File: src/sv/lcas_pkg.sv
package lcas_pkg;

  // Field widths of the request and result words
  localparam int unsigned DATA_W      = 16;
  localparam int unsigned FRAC_W      = 8;
  localparam int unsigned ACC_W       = 40;
  localparam int unsigned LABEL_W     = 4;
  localparam int unsigned FEAT_W      = 6;
  localparam int unsigned COUNT_W     = 11;
  localparam int unsigned BATCH_W     = 10;
  localparam int unsigned MAX_BATCH   = 1024;
  localparam int unsigned BATCH_RESET = 64;

  // Accumulator sum width: one guard bit above the wider operand
  localparam int unsigned SUM_W = ((2 * DATA_W > ACC_W) ? 2 * DATA_W : ACC_W) + 1;

  localparam logic signed [ACC_W-1:0] ACC_MAX = {1'b0, {(ACC_W-1){1'b1}}};
  localparam logic signed [ACC_W-1:0] ACC_MIN = {1'b1, {(ACC_W-1){1'b0}}};

  typedef enum logic [1:0] {
    REQ_WEIGHT  = 2'd0,
    REQ_BIAS    = 2'd1,
    REQ_FEATURE = 2'd2
  } lcas_req_e;

  typedef struct packed {
    logic [1:0]                req_type;
    logic [LABEL_W-1:0]        label_index;
    logic [FEAT_W-1:0]         feature_index;
    logic signed [DATA_W-1:0]  value;
    logic [LABEL_W-1:0]        true_label;
    logic                      last_feature;
  } lcas_req_t;

  typedef struct packed {
    logic [LABEL_W-1:0]        predicted_label;
    logic                      is_correct;
    logic [COUNT_W-1:0]        correct_count;
    logic                      batch_done;
    logic signed [ACC_W-1:0]   best_score;
  } lcas_res_t;

  // Request word travelling along the cell chain
  typedef struct packed {
    logic      valid;
    lcas_req_t req;
  } lcas_item_t;

  // Running argmax handed from cell to cell
  typedef struct packed {
    logic                      valid;
    logic [LABEL_W-1:0]        true_label;
    logic [LABEL_W-1:0]        best_label;
    logic signed [ACC_W-1:0]   best_score;
  } lcas_tok_t;

endpackage

File: src/sv/lcas_cell.sv
module lcas_cell #(
  parameter int unsigned IDX      = 0,
  parameter int unsigned FEATURES = 4
) (
  input  logic                clk_i,
  input  logic                rst_ni,
  input  lcas_pkg::lcas_item_t item_i,
  input  lcas_pkg::lcas_tok_t  tok_i,
  output lcas_pkg::lcas_item_t item_o,
  output lcas_pkg::lcas_tok_t  tok_o
);
  import lcas_pkg::*;

  localparam int unsigned FIDX_W = (FEATURES > 1) ? $clog2(FEATURES) : 1;

  localparam logic signed [SUM_W-1:0] SUM_MAX = SUM_W'(ACC_MAX);
  localparam logic signed [SUM_W-1:0] SUM_MIN = SUM_W'(ACC_MIN);

  // Weight row of this label
  logic signed [DATA_W-1:0] w_mem [FEATURES];
  logic signed [DATA_W-1:0] w_rd_q;

  logic [FIDX_W-1:0] fidx;
  logic              feat_ok;
  logic              mine0;
  logic              wr_w;

  lcas_req_t                s1_req_q, s2_req_q;
  logic                     s1_valid_q, s2_valid_q;
  logic                     s1_fok_q;
  logic signed [DATA_W-1:0] s1_val;
  logic signed [2*DATA_W-1:0] prod_d, prod_q;

  logic signed [DATA_W-1:0] bias_q;
  logic signed [ACC_W-1:0]  acc_q, acc_d, base, bias_ext, tok_score;
  logic signed [SUM_W-1:0]  sum;
  logic                     started_q, started_d;
  logic                     feat2, mine2;
  lcas_tok_t                tok_d, tok_q;

  // Stage 0: address decode, weight write and registered read
  assign fidx    = item_i.req.feature_index[FIDX_W-1:0];
  assign feat_ok = {1'b0, item_i.req.feature_index} < (FEAT_W+1)'(FEATURES);
  assign mine0   = item_i.req.label_index == LABEL_W'(IDX);
  assign wr_w    = item_i.valid && (item_i.req.req_type == REQ_WEIGHT) && mine0 && feat_ok;

  always_ff @(posedge clk_i) begin
    if (wr_w) begin
      w_mem[fidx] <= item_i.req.value;
    end
    w_rd_q <= w_mem[fidx];
  end

  // Stage 1: multiply; out-of-range positions add nothing
  assign s1_val = $signed(s1_req_q.value);

  always_comb begin
    prod_d = '0;
    if (s1_valid_q && s1_fok_q && (s1_req_q.req_type == REQ_FEATURE)) begin
      prod_d = w_rd_q * s1_val;
    end
  end

  always_ff @(posedge clk_i or negedge rst_ni) begin
    if (!rst_ni) begin
      s1_valid_q <= 1'b0;
      s2_valid_q <= 1'b0;
    end else begin
      s1_valid_q <= item_i.valid;
      s2_valid_q <= s1_valid_q;
    end
  end

  always_ff @(posedge clk_i) begin
    s1_req_q <= item_i.req;
    s1_fok_q <= feat_ok;
    s2_req_q <= s1_req_q;
    prod_q   <= prod_d;
  end

  // Stage 2: bias write, saturating accumulate, argmax step
  assign feat2    = s2_valid_q && (s2_req_q.req_type == REQ_FEATURE);
  assign mine2    = s2_req_q.label_index == LABEL_W'(IDX);
  assign bias_ext = {{(ACC_W-DATA_W-FRAC_W){bias_q[DATA_W-1]}}, bias_q, {FRAC_W{1'b0}}};
  assign base     = started_q ? acc_q : bias_ext;
  assign sum      = SUM_W'(base) + SUM_W'(prod_q);
  assign tok_score = $signed(tok_i.best_score);

  always_comb begin
    if (sum > SUM_MAX) begin
      acc_d = ACC_MAX;
    end else if (sum < SUM_MIN) begin
      acc_d = ACC_MIN;
    end else begin
      acc_d = sum[ACC_W-1:0];
    end
  end

  assign started_d = !s2_req_q.last_feature;

  always_comb begin
    tok_d            = tok_i;
    tok_d.valid      = feat2 && s2_req_q.last_feature;
    tok_d.true_label = s2_req_q.true_label;
    // strict compare keeps the lowest index on a tie
    if ((IDX == 0) || (acc_d > tok_score)) begin
      tok_d.best_label = LABEL_W'(IDX);
      tok_d.best_score = acc_d;
    end
  end

  always_ff @(posedge clk_i) begin
    if (s2_valid_q && (s2_req_q.req_type == REQ_BIAS) && mine2) begin
      bias_q <= s2_req_q.value;
    end
  end

  always_ff @(posedge clk_i or negedge rst_ni) begin
    if (!rst_ni) begin
      acc_q     <= '0;
      started_q <= 1'b0;
      tok_q     <= '0;
    end else begin
      if (feat2) begin
        acc_q     <= acc_d;
        started_q <= started_d;
      end
      tok_q <= tok_d;
    end
  end

  // Registered hop of the request word to the next cell
  assign item_o = '{valid: s1_valid_q, req: s1_req_q};
  assign tok_o  = tok_q;

endmodule

File: src/sv/lcas_tail.sv
module lcas_tail #(
  parameter int unsigned LABELS = 3
) (
  input  logic                          clk_i,
  input  logic                          rst_ni,
  input  logic                          cfg_we_i,
  input  logic [lcas_pkg::COUNT_W-1:0]  cfg_wdata_i,
  input  logic                          credit_take_i,
  input  lcas_pkg::lcas_tok_t           tok_i,
  output logic                          valid_o,
  input  logic                          stall_i,
  output lcas_pkg::lcas_res_t           res_o,
  output logic                          full_o
);
  import lcas_pkg::*;

  // Enough room for every result that can be in the chain
  localparam int unsigned QD     = LABELS + 4;
  localparam int unsigned PTR_W  = $clog2(QD);
  localparam int unsigned CRED_W = $clog2(QD + 1);

  logic [COUNT_W-1:0] batch_q, batch_eff;
  logic [BATCH_W-1:0] sib_q;
  logic [COUNT_W-1:0] tally_q, count;
  logic [COUNT_W-1:0] sib_next;
  logic               is_ok, done;
  lcas_res_t          res_d;

  lcas_res_t          fifo_q [QD];
  logic [PTR_W-1:0]   wr_ptr_q, rd_ptr_q;
  logic [CRED_W-1:0]  cnt_q, cred_q;
  logic               push, pop;

  // Batch size register
  always_ff @(posedge clk_i or negedge rst_ni) begin
    if (!rst_ni) begin
      batch_q <= COUNT_W'(BATCH_RESET);
    end else if (cfg_we_i) begin
      batch_q <= cfg_wdata_i;
    end
  end

  always_comb begin
    if (batch_q == '0) begin
      batch_eff = COUNT_W'(1);
    end else if (batch_q > COUNT_W'(MAX_BATCH)) begin
      batch_eff = COUNT_W'(MAX_BATCH);
    end else begin
      batch_eff = batch_q;
    end
  end

  // Score the sample that leaves the last cell
  assign is_ok    = tok_i.best_label == tok_i.true_label;
  assign count    = tally_q + COUNT_W'(is_ok);
  assign sib_next = {1'b0, sib_q} + COUNT_W'(1);
  assign done     = sib_next >= batch_eff;

  always_comb begin
    res_d.predicted_label = tok_i.best_label;
    res_d.is_correct      = is_ok;
    res_d.correct_count   = count;
    res_d.batch_done      = done;
    res_d.best_score      = tok_i.best_score;
  end

  always_ff @(posedge clk_i or negedge rst_ni) begin
    if (!rst_ni) begin
      sib_q   <= '0;
      tally_q <= '0;
    end else if (tok_i.valid) begin
      if (done) begin
        sib_q   <= '0;
        tally_q <= '0;
      end else begin
        sib_q   <= sib_next[BATCH_W-1:0];
        tally_q <= count;
      end
    end
  end

  // Result queue
  assign push = tok_i.valid;
  assign pop  = valid_o && !stall_i;

  always_ff @(posedge clk_i) begin
    if (push) begin
      fifo_q[wr_ptr_q] <= res_d;
    end
  end

  always_ff @(posedge clk_i or negedge rst_ni) begin
    if (!rst_ni) begin
      wr_ptr_q <= '0;
      rd_ptr_q <= '0;
      cnt_q    <= '0;
      cred_q   <= '0;
    end else begin
      if (push) begin
        wr_ptr_q <= (wr_ptr_q == PTR_W'(QD - 1)) ? '0 : wr_ptr_q + PTR_W'(1);
      end
      if (pop) begin
        rd_ptr_q <= (rd_ptr_q == PTR_W'(QD - 1)) ? '0 : rd_ptr_q + PTR_W'(1);
      end
      cnt_q  <= cnt_q + CRED_W'(push) - CRED_W'(pop);
      cred_q <= cred_q + CRED_W'(credit_take_i) - CRED_W'(pop);
    end
  end

  assign valid_o = cnt_q != '0;
  assign res_o   = fifo_q[rd_ptr_q];
  // a credit is held from acceptance until the result word leaves
  assign full_o  = cred_q == CRED_W'(QD);

endmodule

File: src/sv/linear_classifier_argmax_scorer.sv
// A result word leaves the last cell's token register and is written into the result queue.
// Throughput: one word per cycle while stall_o is low; each label cell has its own
// multiply-accumulate; the request word hops one cell per cycle with the running argmax alongside.
// Up to LABELS+4 results may be outstanding before stall_o rises.
// Reset clears accumulators, batch counters and result queue; batch size returns to 64.
// Weight and bias stores hold no reset value and must be written before use.
module linear_classifier_argmax_scorer #(
  parameter int unsigned FEATURES = 4,
  parameter int unsigned LABELS   = 3
) (
  input  logic                          clk_i,
  input  logic                          rst_ni,
  input  logic                          valid_i,
  output logic                          stall_o,
  input  lcas_pkg::lcas_req_t           req_i,
  output logic                          valid_o,
  input  logic                          stall_i,
  output lcas_pkg::lcas_res_t           res_o,
  input  logic                          cfg_we_i,
  input  logic [lcas_pkg::COUNT_W-1:0]  cfg_wdata_i
);
  import lcas_pkg::*;

  lcas_item_t item_w [LABELS];
  lcas_tok_t  tok_w  [LABELS+1];
  logic       accept;
  logic       full;

  assign accept    = valid_i && !full;
  assign stall_o   = full;
  assign item_w[0] = '{valid: accept, req: req_i};
  assign tok_w[0]  = '0;

  // Row of label cells
  for (genvar j = 0; j < LABELS; j++) begin : g_cell
    if (j < LABELS - 1) begin : g_mid
      lcas_cell #(.IDX(j), .FEATURES(FEATURES)) u_cell (
        .clk_i  (clk_i),
        .rst_ni (rst_ni),
        .item_i (item_w[j]),
        .tok_i  (tok_w[j]),
        .item_o (item_w[j+1]),
        .tok_o  (tok_w[j+1])
      );
    end else begin : g_end
      lcas_cell #(.IDX(j), .FEATURES(FEATURES)) u_cell (
        .clk_i  (clk_i),
        .rst_ni (rst_ni),
        .item_i (item_w[j]),
        .tok_i  (tok_w[j]),
        .item_o (),
        .tok_o  (tok_w[j+1])
      );
    end
  end

  // Batch scoring and result queue
  lcas_tail #(.LABELS(LABELS)) u_tail (
    .clk_i         (clk_i),
    .rst_ni        (rst_ni),
    .cfg_we_i      (cfg_we_i),
    .cfg_wdata_i   (cfg_wdata_i),
    .credit_take_i (accept && (req_i.req_type == REQ_FEATURE) && req_i.last_feature),
    .tok_i         (tok_w[LABELS]),
    .valid_o       (valid_o),
    .stall_i       (stall_i),
    .res_o         (res_o),
    .full_o        (full)
  );

`ifndef SYNTHESIS
  a_label_range: assert property (@(posedge clk_i) disable iff (!rst_ni)
    valid_o |-> ({1'b0, res_o.predicted_label} < (LABEL_W+1)'(LABELS)))
    else $error("predicted label beyond label count");

  a_correct_counted: assert property (@(posedge clk_i) disable iff (!rst_ni)
    (valid_o && res_o.is_correct) |-> (res_o.correct_count != '0))
    else $error("correct prediction not counted");

  a_count_bound: assert property (@(posedge clk_i) disable iff (!rst_ni)
    valid_o |-> (res_o.correct_count <= COUNT_W'(MAX_BATCH)))
    else $error("correct count above batch limit");

  a_no_result_from_reset: assert property (@(posedge clk_i)
    !rst_ni |=> !valid_o)
    else $error("result word right after reset");
`endif

endmodule

File: config.mk
export PLATFORM = sky130hd
export DESIGN_NAME = linear_classifier_argmax_scorer
export DESIGN_NICKNAME = d
export VERILOG_FILES = /design/src/sv/lcas_pkg.sv /design/src/sv/lcas_cell.sv /design/src/sv/lcas_tail.sv /design/src/sv/linear_classifier_argmax_scorer.sv
export SDC_FILE = /design/constraint.sdc
export NUM_CORES = 2
export LEC_CHECK = 0
export ABC_AREA = 1
export BUFFER_PORTS_ARGS = -buffer_cell sky130_fd_sc_hd__buf_4
export CAP_MARGIN = 20
export CORE_ASPECT_RATIO = 0.75
export CORE_UTILIZATION = 40
export DETAILED_ROUTE_END_ITERATION = 10
export GPL_ROUTABILITY_DRIVEN = 0
export MAX_ROUTING_LAYER = met4
export PLACE_DENSITY = 0.57
export SYNTH_ARGS = -nofsm -noshare
export SYNTH_HDL_FRONTEND = slang
export SYNTH_SLANG_ARGS = --single-unit
File: constraint.sdc
create_clock -name clk_i -period 5.64 [get_ports clk_i]
set_clock_uncertainty 0.2 [all_clocks]
set_input_delay 1.128 -clock clk_i [delete_from_list [all_inputs] [get_ports clk_i]]
set_output_delay 1.128 -clock clk_i [all_outputs]
set_load 0.02 [all_outputs]
# Yosys cells after proc, flatten, opt, wreduce, memory -nomap -nowiden
# Memories as Yosys holds them, arrays and structs flattened. A register that Yosys moved wholly into a read port is not among the register bits.
# Cells that the tools add are included.
[totals]
regBits = 566
ramBits = 577
input_bits = 49
out_inout_bits = 59
memories = 4
[memory_table]
columns = ["name", "words", "width", "read_ports", "rd_clocked_by_memory_dff", "write_ports", "line", "rtl"]
rows = [
  ["u_tail.fifo_q", 7, 55, 1, 0, 1, "lcas_tail.sv:29", "lcas_res_t fifo_q [QD];"],
  ["g_cell[0].g_mid.u_cell.w_mem", 4, 16, 1, 1, 1, "lcas_cell.sv:20", "logic signed [DATA_W-1:0] w_mem [FEATURES];"],
  ["g_cell[1].g_mid.u_cell.w_mem", 4, 16, 1, 1, 1, "lcas_cell.sv:20", ""],
  ["g_cell[2].g_end.u_cell.w_mem", 4, 16, 1, 1, 1, "lcas_cell.sv:20", ""],
]
[op_classes]
addsub = 11
n_mul = 3
magnitude_cmp = 13
n_eq_ne = 16
n_mux = 25
n_reduce_logical = 41
[ops]
columns = ["operator", "count"]
rows = [
  ["40-bit 2-to-1 mux", 9],
  ["40-bit by 32-bit adder with 41-bit output", 3],
  ["41-bit by 40-bit greater-than comparator with 1-bit output, second input constant", 3],
  ["41-bit by 40-bit < comparator with 1-bit output, second input constant", 3],
  ["16-bit by 16-bit multiplier with 32-bit output", 3],
  ["40-bit greater-than comparator", 2],
  ["42-bit 2-to-1 mux", 1],
  ["41-bit 2-to-1 mux", 1],
  ["11-bit 2-to-1 mux", 3],
  ["1-bit logical AND", 29],
  ["6-bit by 3-bit < comparator with 1-bit output, second input constant", 3],
  ["10-bit by 1-bit adder with 11-bit output, second input constant", 1],
  ["11-bit by 1-bit adder with 11-bit output", 1],
  ["11-bit greater-or-equal comparator", 1],
  ["11-bit greater-than comparator, second input constant", 1],
  ["11-bit zero test", 1],
  ["2-bit equality test, second input constant", 5],
  ["10-bit 2-to-1 mux", 1],
  ["3-bit equality test, second input constant", 3],
  ["4-bit by 1-bit equality test with 1-bit output, second input constant", 2],
  ["4-bit by 2-bit equality test with 1-bit output, second input constant", 2],
  ["4-bit zero test", 2],
  ["1-bit 2-to-1 mux", 8],
  ["3-bit by 1-bit adder with 3-bit output", 2],
  ["8 further kinds", 19],
]

# Longest topological paths before layout
[logic_depth]
ltp_word = 8
mapped_depth = 45

# Hierarchy
# Synthesis repeated with hierarchy kept, for this count alone.
[hier_totals]
hier_cells = 9953
area_unflattened_um2 = 87828.0
[by_module_without_submodules]
columns = ["mod", "n_inst", "cells_per_inst", "area_per_inst_um2", "seq_area_each_um2"]
rows = [
  ["lcas_cell (g_cell[2].g_end.u_cell)", 1, 2889, 24031.8, 6886.6],
  ["lcas_cell (g_cell[1].g_mid.u_cell)", 1, 2882, 23415.0, 6886.6],
  ["lcas_cell (g_cell[0].g_mid.u_cell)", 1, 2698, 22111.2, 6786.5],
  ["lcas_tail", 1, 1477, 18237.5, 13083.8],
  ["linear_classifier_argmax_scorer", 1, 7, 32.5, 0.0],
]

# Worst setup path after synthesis
# Ideal clock, no wire load.
[synth_path]
path_type = "reg2reg"
from = "reg g_cell[1].g_mid.u_cell.s1_req_q (netlist bit g_cell[1].g_mid.u_cell.s1_val[3])"
to = "reg g_cell[1].g_mid.u_cell.prod_q[29]"
t_arrival_ns = 5.773
required_time_ns = 5.370
setup_slack_ns = -0.404
stages_incl_launch_ff = 22
n_path_buf = 2
period_less_slack_ns = 6.044
cell_sequence = "dfxtp_1 clkbuf_1 clkbuf_1 nand2_1 inv_1 fa_1 fa_1 inv_1 fa_1 fa_1 fa_1 fa_1 inv_1 ha_1 nand2_1 nor4_1 nand4_1 nand3_1 a21o_1 a31oi_1 or2_2 a21oi_1"
[synth_via]
elab_chain_cells = 1
[synth_lines]
columns = ["element", "line", "rtl"]
rows = [
  ["from (decl)", "lcas_cell.sv:28", "lcas_req_t s1_req_q, s2_req_q;"],
  ["from (signal assigned)", "lcas_cell.sv:75", "s1_req_q <= item_i.req;"],
  ["16-bit by 16-bit multiplier with 32-bit output", "lcas_cell.sv:60", "prod_d = w_rd_q * s1_val;"],
  ["to (signal assigned)", "lcas_cell.sv:78", "prod_q <= prod_d;"],
  ["to (decl)", "lcas_cell.sv:32", "logic signed [2*DATA_W-1:0] prod_d, prod_q;"],
]
# Every way passes these cells.
# A chain may end at the register's enable or synchronous reset.

# Worst setup path in the final report
[layout_path]
from = "reg g_cell[1].g_mid.u_cell.s1_req_q (netlist bit g_cell[1].g_mid.u_cell.s1_val[1])"
to = "reg g_cell[1].g_mid.u_cell.prod_q[27]"
# Same word-level chain as after synthesis.

==> flow_summary_export.csv <==
group,metric,value,unit
outcome,status,"complete, but fails checks",
outcome,violations,"setup timing",
detailed_routing,wirelength,249000,um
synthesis,yosysWarnings,0,
detailed_routing,top_layer_used,"met4",
critical_path,crit_path_max_incr_delay,580,ps
floorplan,die_height,395.7,um
detailed_routing,drc,0,
critical_path,worst_path_most_repeated_cell,"fa_1",
grt,grt_pass1_wl,379000,um
min_path,min_path_type,"reg -> reg",
critical_path,path_class,"reg -> reg",
grt,grt_max_degree,112,
timing,relSlewSlack,26.52,%
critical_path,startpoint_type,"flip-flop",
critical_path,crit_fanout,7,
grt,grt-ovfl-total,0,
clocking,cts_buffers,117,
grt,globalRouteTotalUtil,24.02,%
synthesis,synth_seq_area_share,38.23,%
timing,hold_violations,0,
timing,rsz0062_at_grt,"yes",
critical_path,crit_chain,"nand2_4 -> fa_1 -> inv_1 -> fa_1 -> inv_2 -> fa_1 -> inv_2 -> fa_1 -> inv_2 -> fa_1 -> inv_2 -> fa_1 -> ha_4 -> a21oi_4 -> o211ai_1 -> nand2_1 -> nand3_2 -> a21o_1 -> buf_4 -> buf_6 -> or2_4 -> a21oi_2",
timing,worst_slack,-185.9,ps
detailed_routing,routed_via_density,5.073,
synthesis,yosys.area.top_type_share,22.71,%
critical_path,cp-startpoint,"g_cell[1].g_mid.u_cell.s1_val[1]$_DFF_P_",
detailed_routing,drtIter0Drc,5635,
floorplan,die_w,526.9,um
critical_path,r2r_end,"g_cell[1].g_mid.u_cell.prod_q[27]$_SDFF_PN0_",
layout,finalNetCount,11490,
clocking,root_buffer,"clkbuf_16",
detailed_routing,wirelength_met1,116000,um
clocking,cts_tree,"yes",
min_path,worstHoldPathCells,0,
synthesis,netlist_instances,9156,
floorplan,row_count,144,
critical_path,crit_path_end_kind,"flip-flop",
critical_path,r2r_cells,22,
timing,worstMarginPinSlew,1099,ps
grt,grt_pass1_vias,65900,
critical_path,cp.arrival,6320,ps
clocking,cts_max_path_buffers,3,
detailed_routing,vias,65910,
synthesis,synth.avg_cell_area,9.027,sq um
synthesis,netlist_area,0.08265,sq mm
floorplan,die_area,0.2085,sq mm
clocking,cts.sinks,1191,
placement,port_buffers,105,
synthesis,synth_area_leader_cell,"edfxtp_1",
timing,fmax,171.6,MHz
detailed_routing,wl_met3,21080,um
synthesis,ys_ff_latch,1191,
synthesis,synth-edff-count,625,
run,maxCapViolCount,0,
layout,utilization,51.54,%
timing,fin_crit,5826,ps
layout,areaGrowthSynthToFinish,28.07,%
critical_path,ff2ff_setup_slack,-190,ps
synthesis,synth_flop_cell,"edfxtp_1",
floorplan,ioPinCount,108,
placement,dpl.hpwl,186600,um
clocking,clock_latency,760,ps
critical_path,crit_required,6130,ps
placement,dp_slack,-477.1,ps
min_path,hp-start,"g_cell[1].g_mid.u_cell.item_o[4]$_DFF_P_",
layout,drive_above_1_share,26.43,%
clocking,ctsHoldBuffers,0,
floorplan,start_util,40.24,%
synthesis,async_flop_share,25.10,%
placement,dp_cells,12570,
floorplan,core-area,0.2054,sq mm
synthesis,synth.most_common_cell,"nand2_1",
min_path,min_to,"g_cell[2].g_end.u_cell.item_o[4]$_DFF_P_",
critical_path,r2r-start,"g_cell[1].g_mid.u_cell.s1_val[1]$_DFF_P_",
timing,fin_crit_sh,103.3,%
layout,final_cells,12990,
clocking,clkTransAtPathRegs,70,ps
timing,setup_viol,74,
grt,antenna_found_initial,9,
detailed_routing,wl_met2,106100,um
clocking,htreeDepth,3,
detailed_routing,postRouteAntennaNets,0,
detailed_routing,wl_per_cell,19.17,um
timing,slew_viol_final,0,
critical_path,cpMaxStageDelayCell,"fa_1",
synthesis,synth_area_leaders,"edfxtp_1 23%, fa_1 19%, nand2_1 11%, dfrtp_1 9.0%, inv_1 7.8%",
layout,fill_cells,18370,
synthesis,yosysUniqueCellTypes,64,
detailed_routing,first_pass_iters,6,
synthesis,synth_commonest_cells,"2317 x nand2_1, 1718 x inv_1, 791 x fa_1",
cells in the final DEF, fill, tap and decap left out, types with 51 or more instances in the layout:
cell type and n:
a21oi_1 322, a21oi_2 101, a22oi_1 75, buf_12 87, buf_4 1017, buf_6 95, clkbuf_16 140, dfrtp_1 294
dfxtp_1 193, dfxtp_4 51, edfxtp_1 625, fa_1 731, fa_2 60, ha_1 337, ha_4 117, inv_1 1595
inv_2 118, nand2_1 1999, nand2_2 250, nand2_4 80, nand3_1 296, nor2_1 330, o21ai_0 277, o21ai_1 59
o21ai_2 78, or2_2 72, xnor2_1 73, xor2_1 60
worst max path at each step:
stage                                                        end  slack (ps)  cells past startpoint
finish              g_cell[1].g_mid.u_cell.prod_q[27]$_SDFF_PN0_        -190                     22
detailed placement  g_cell[0].g_mid.u_cell.prod_q[24]$_SDFF_PN0_        -480                     22
global route        g_cell[1].g_mid.u_cell.prod_q[27]$_SDFF_PN0_        -380                     23
global placement    g_cell[0].g_mid.u_cell.prod_q[24]$_SDFF_PN0_        -440                     22
floorplan           g_cell[1].g_mid.u_cell.prod_q[29]$_SDFF_PN0_         -20                     21
CTS                 g_cell[0].g_mid.u_cell.prod_q[31]$_SDFF_PN0_        -110                     24
stage by stage:
| stage | area [sq um] | setup TNS (ps) | hold slack [ps] |
|---|---|---|---|
| after floorplan | 83270 | -20.55 | 109.6 |
| after global placement | 93770 | -28170 | 110.9 |
| after detailed placement | 93800 | -27090 | 112.1 |
| after CTS | 99690 | -581.4 | 125.2 |
| after global routing | 105900 | -23790 | 130.3 |
| final | 105900 | -6392 | 124.0 |
cells by family after synthesis:
family          Yosys count  share of synthesized area [%]
mux                       8                         0.1090
xor+xnor                141                          1.503
flops                  1191                          38.23
other cells               1                       0.004537
fa+ha+maj              1255                          26.18
compound gates         1171                          8.075
buf+inv                2068                          9.468
simple gates           3321                          16.43
critical path: cells and delay by family (launching register included):
| family | cells | cell delay (ps) |
|---|---|---|
| AOI/OAI and AO/OA | 4 | 600 |
| adders and majority gates | 7 | 3460 |
| buffers and inverters | 7 | 490 |
| DFF | 1 | 450 |
| and+or+nand+nor | 4 | 550 |
timing repair:
action                     4_1_cts  5_1_grt
setup endpoints to repair      125      135
gates cloned                     5       23
resized for setup              383     1237
pin swaps                      117      448
buffers inserted                49      136
registers in the layout (all words and copies together) (netlist names), 27 cells and up:
| signal | cells |
|---|---|
| g_cell.g_end.u_cell.acc_q | 40 |
| g_cell.g_end.u_cell.tok_o | 47 |
| g_cell.g_mid.u_cell.w_rd_q | 32 |
| g_cell.g_mid.u_cell.bias_q | 32 |
| g_cell.g_end.u_cell.prod_q | 32 |
| g_cell.g_mid.u_cell.acc_q | 80 |
| g_cell.g_mid.u_cell.prod_q | 64 |
| g_cell.g_mid.u_cell.item_o | 34 |
| g_cell.g_end.u_cell.w_mem | 64 |
| u_tail.fifo_q | 385 |
| g_cell.g_mid.u_cell.w_mem | 128 |
| g_cell.g_mid.u_cell.s1_val | 32 |
| g_cell.g_mid.u_cell.tok_o | 81 |
| g_cell.g_end.u_cell.s2_req_q | 27 |
metal layers:
metal / global-route usage (%) / vias to the layer above
li1: - / 30850
met1: 34.55 / 32430
met2: 34.08 / 2307
met3: 5.540 / 321
met4: 5.729 / 0
met5: - / -
final cells by class:
| type | instances | area, sq um | area share [%] |
|---|---|---|---|
| tap | 2701 | 3379 | 3.193 |
| sequential | 1191 | 31830 | 30.07 |
| inverter | 1729 | 6526 | 6.165 |
| clock buffer | 171 | 3418 | 3.229 |
| antenna | 5 | 12.51 | 0.01182 |
| timing repair buffer | 1243 | 11360 | 10.73 |
| multi-input combinational | 5898 | 48710 | 46.01 |
| clock inverter | 53 | 621.8 | 0.5875 |
| timing repair inverter | 1 | 6.256 | 0.005910 |
Power is not shown: default switching activity piles up to over one toggle a cycle in this logic, so the estimate is an artifact.
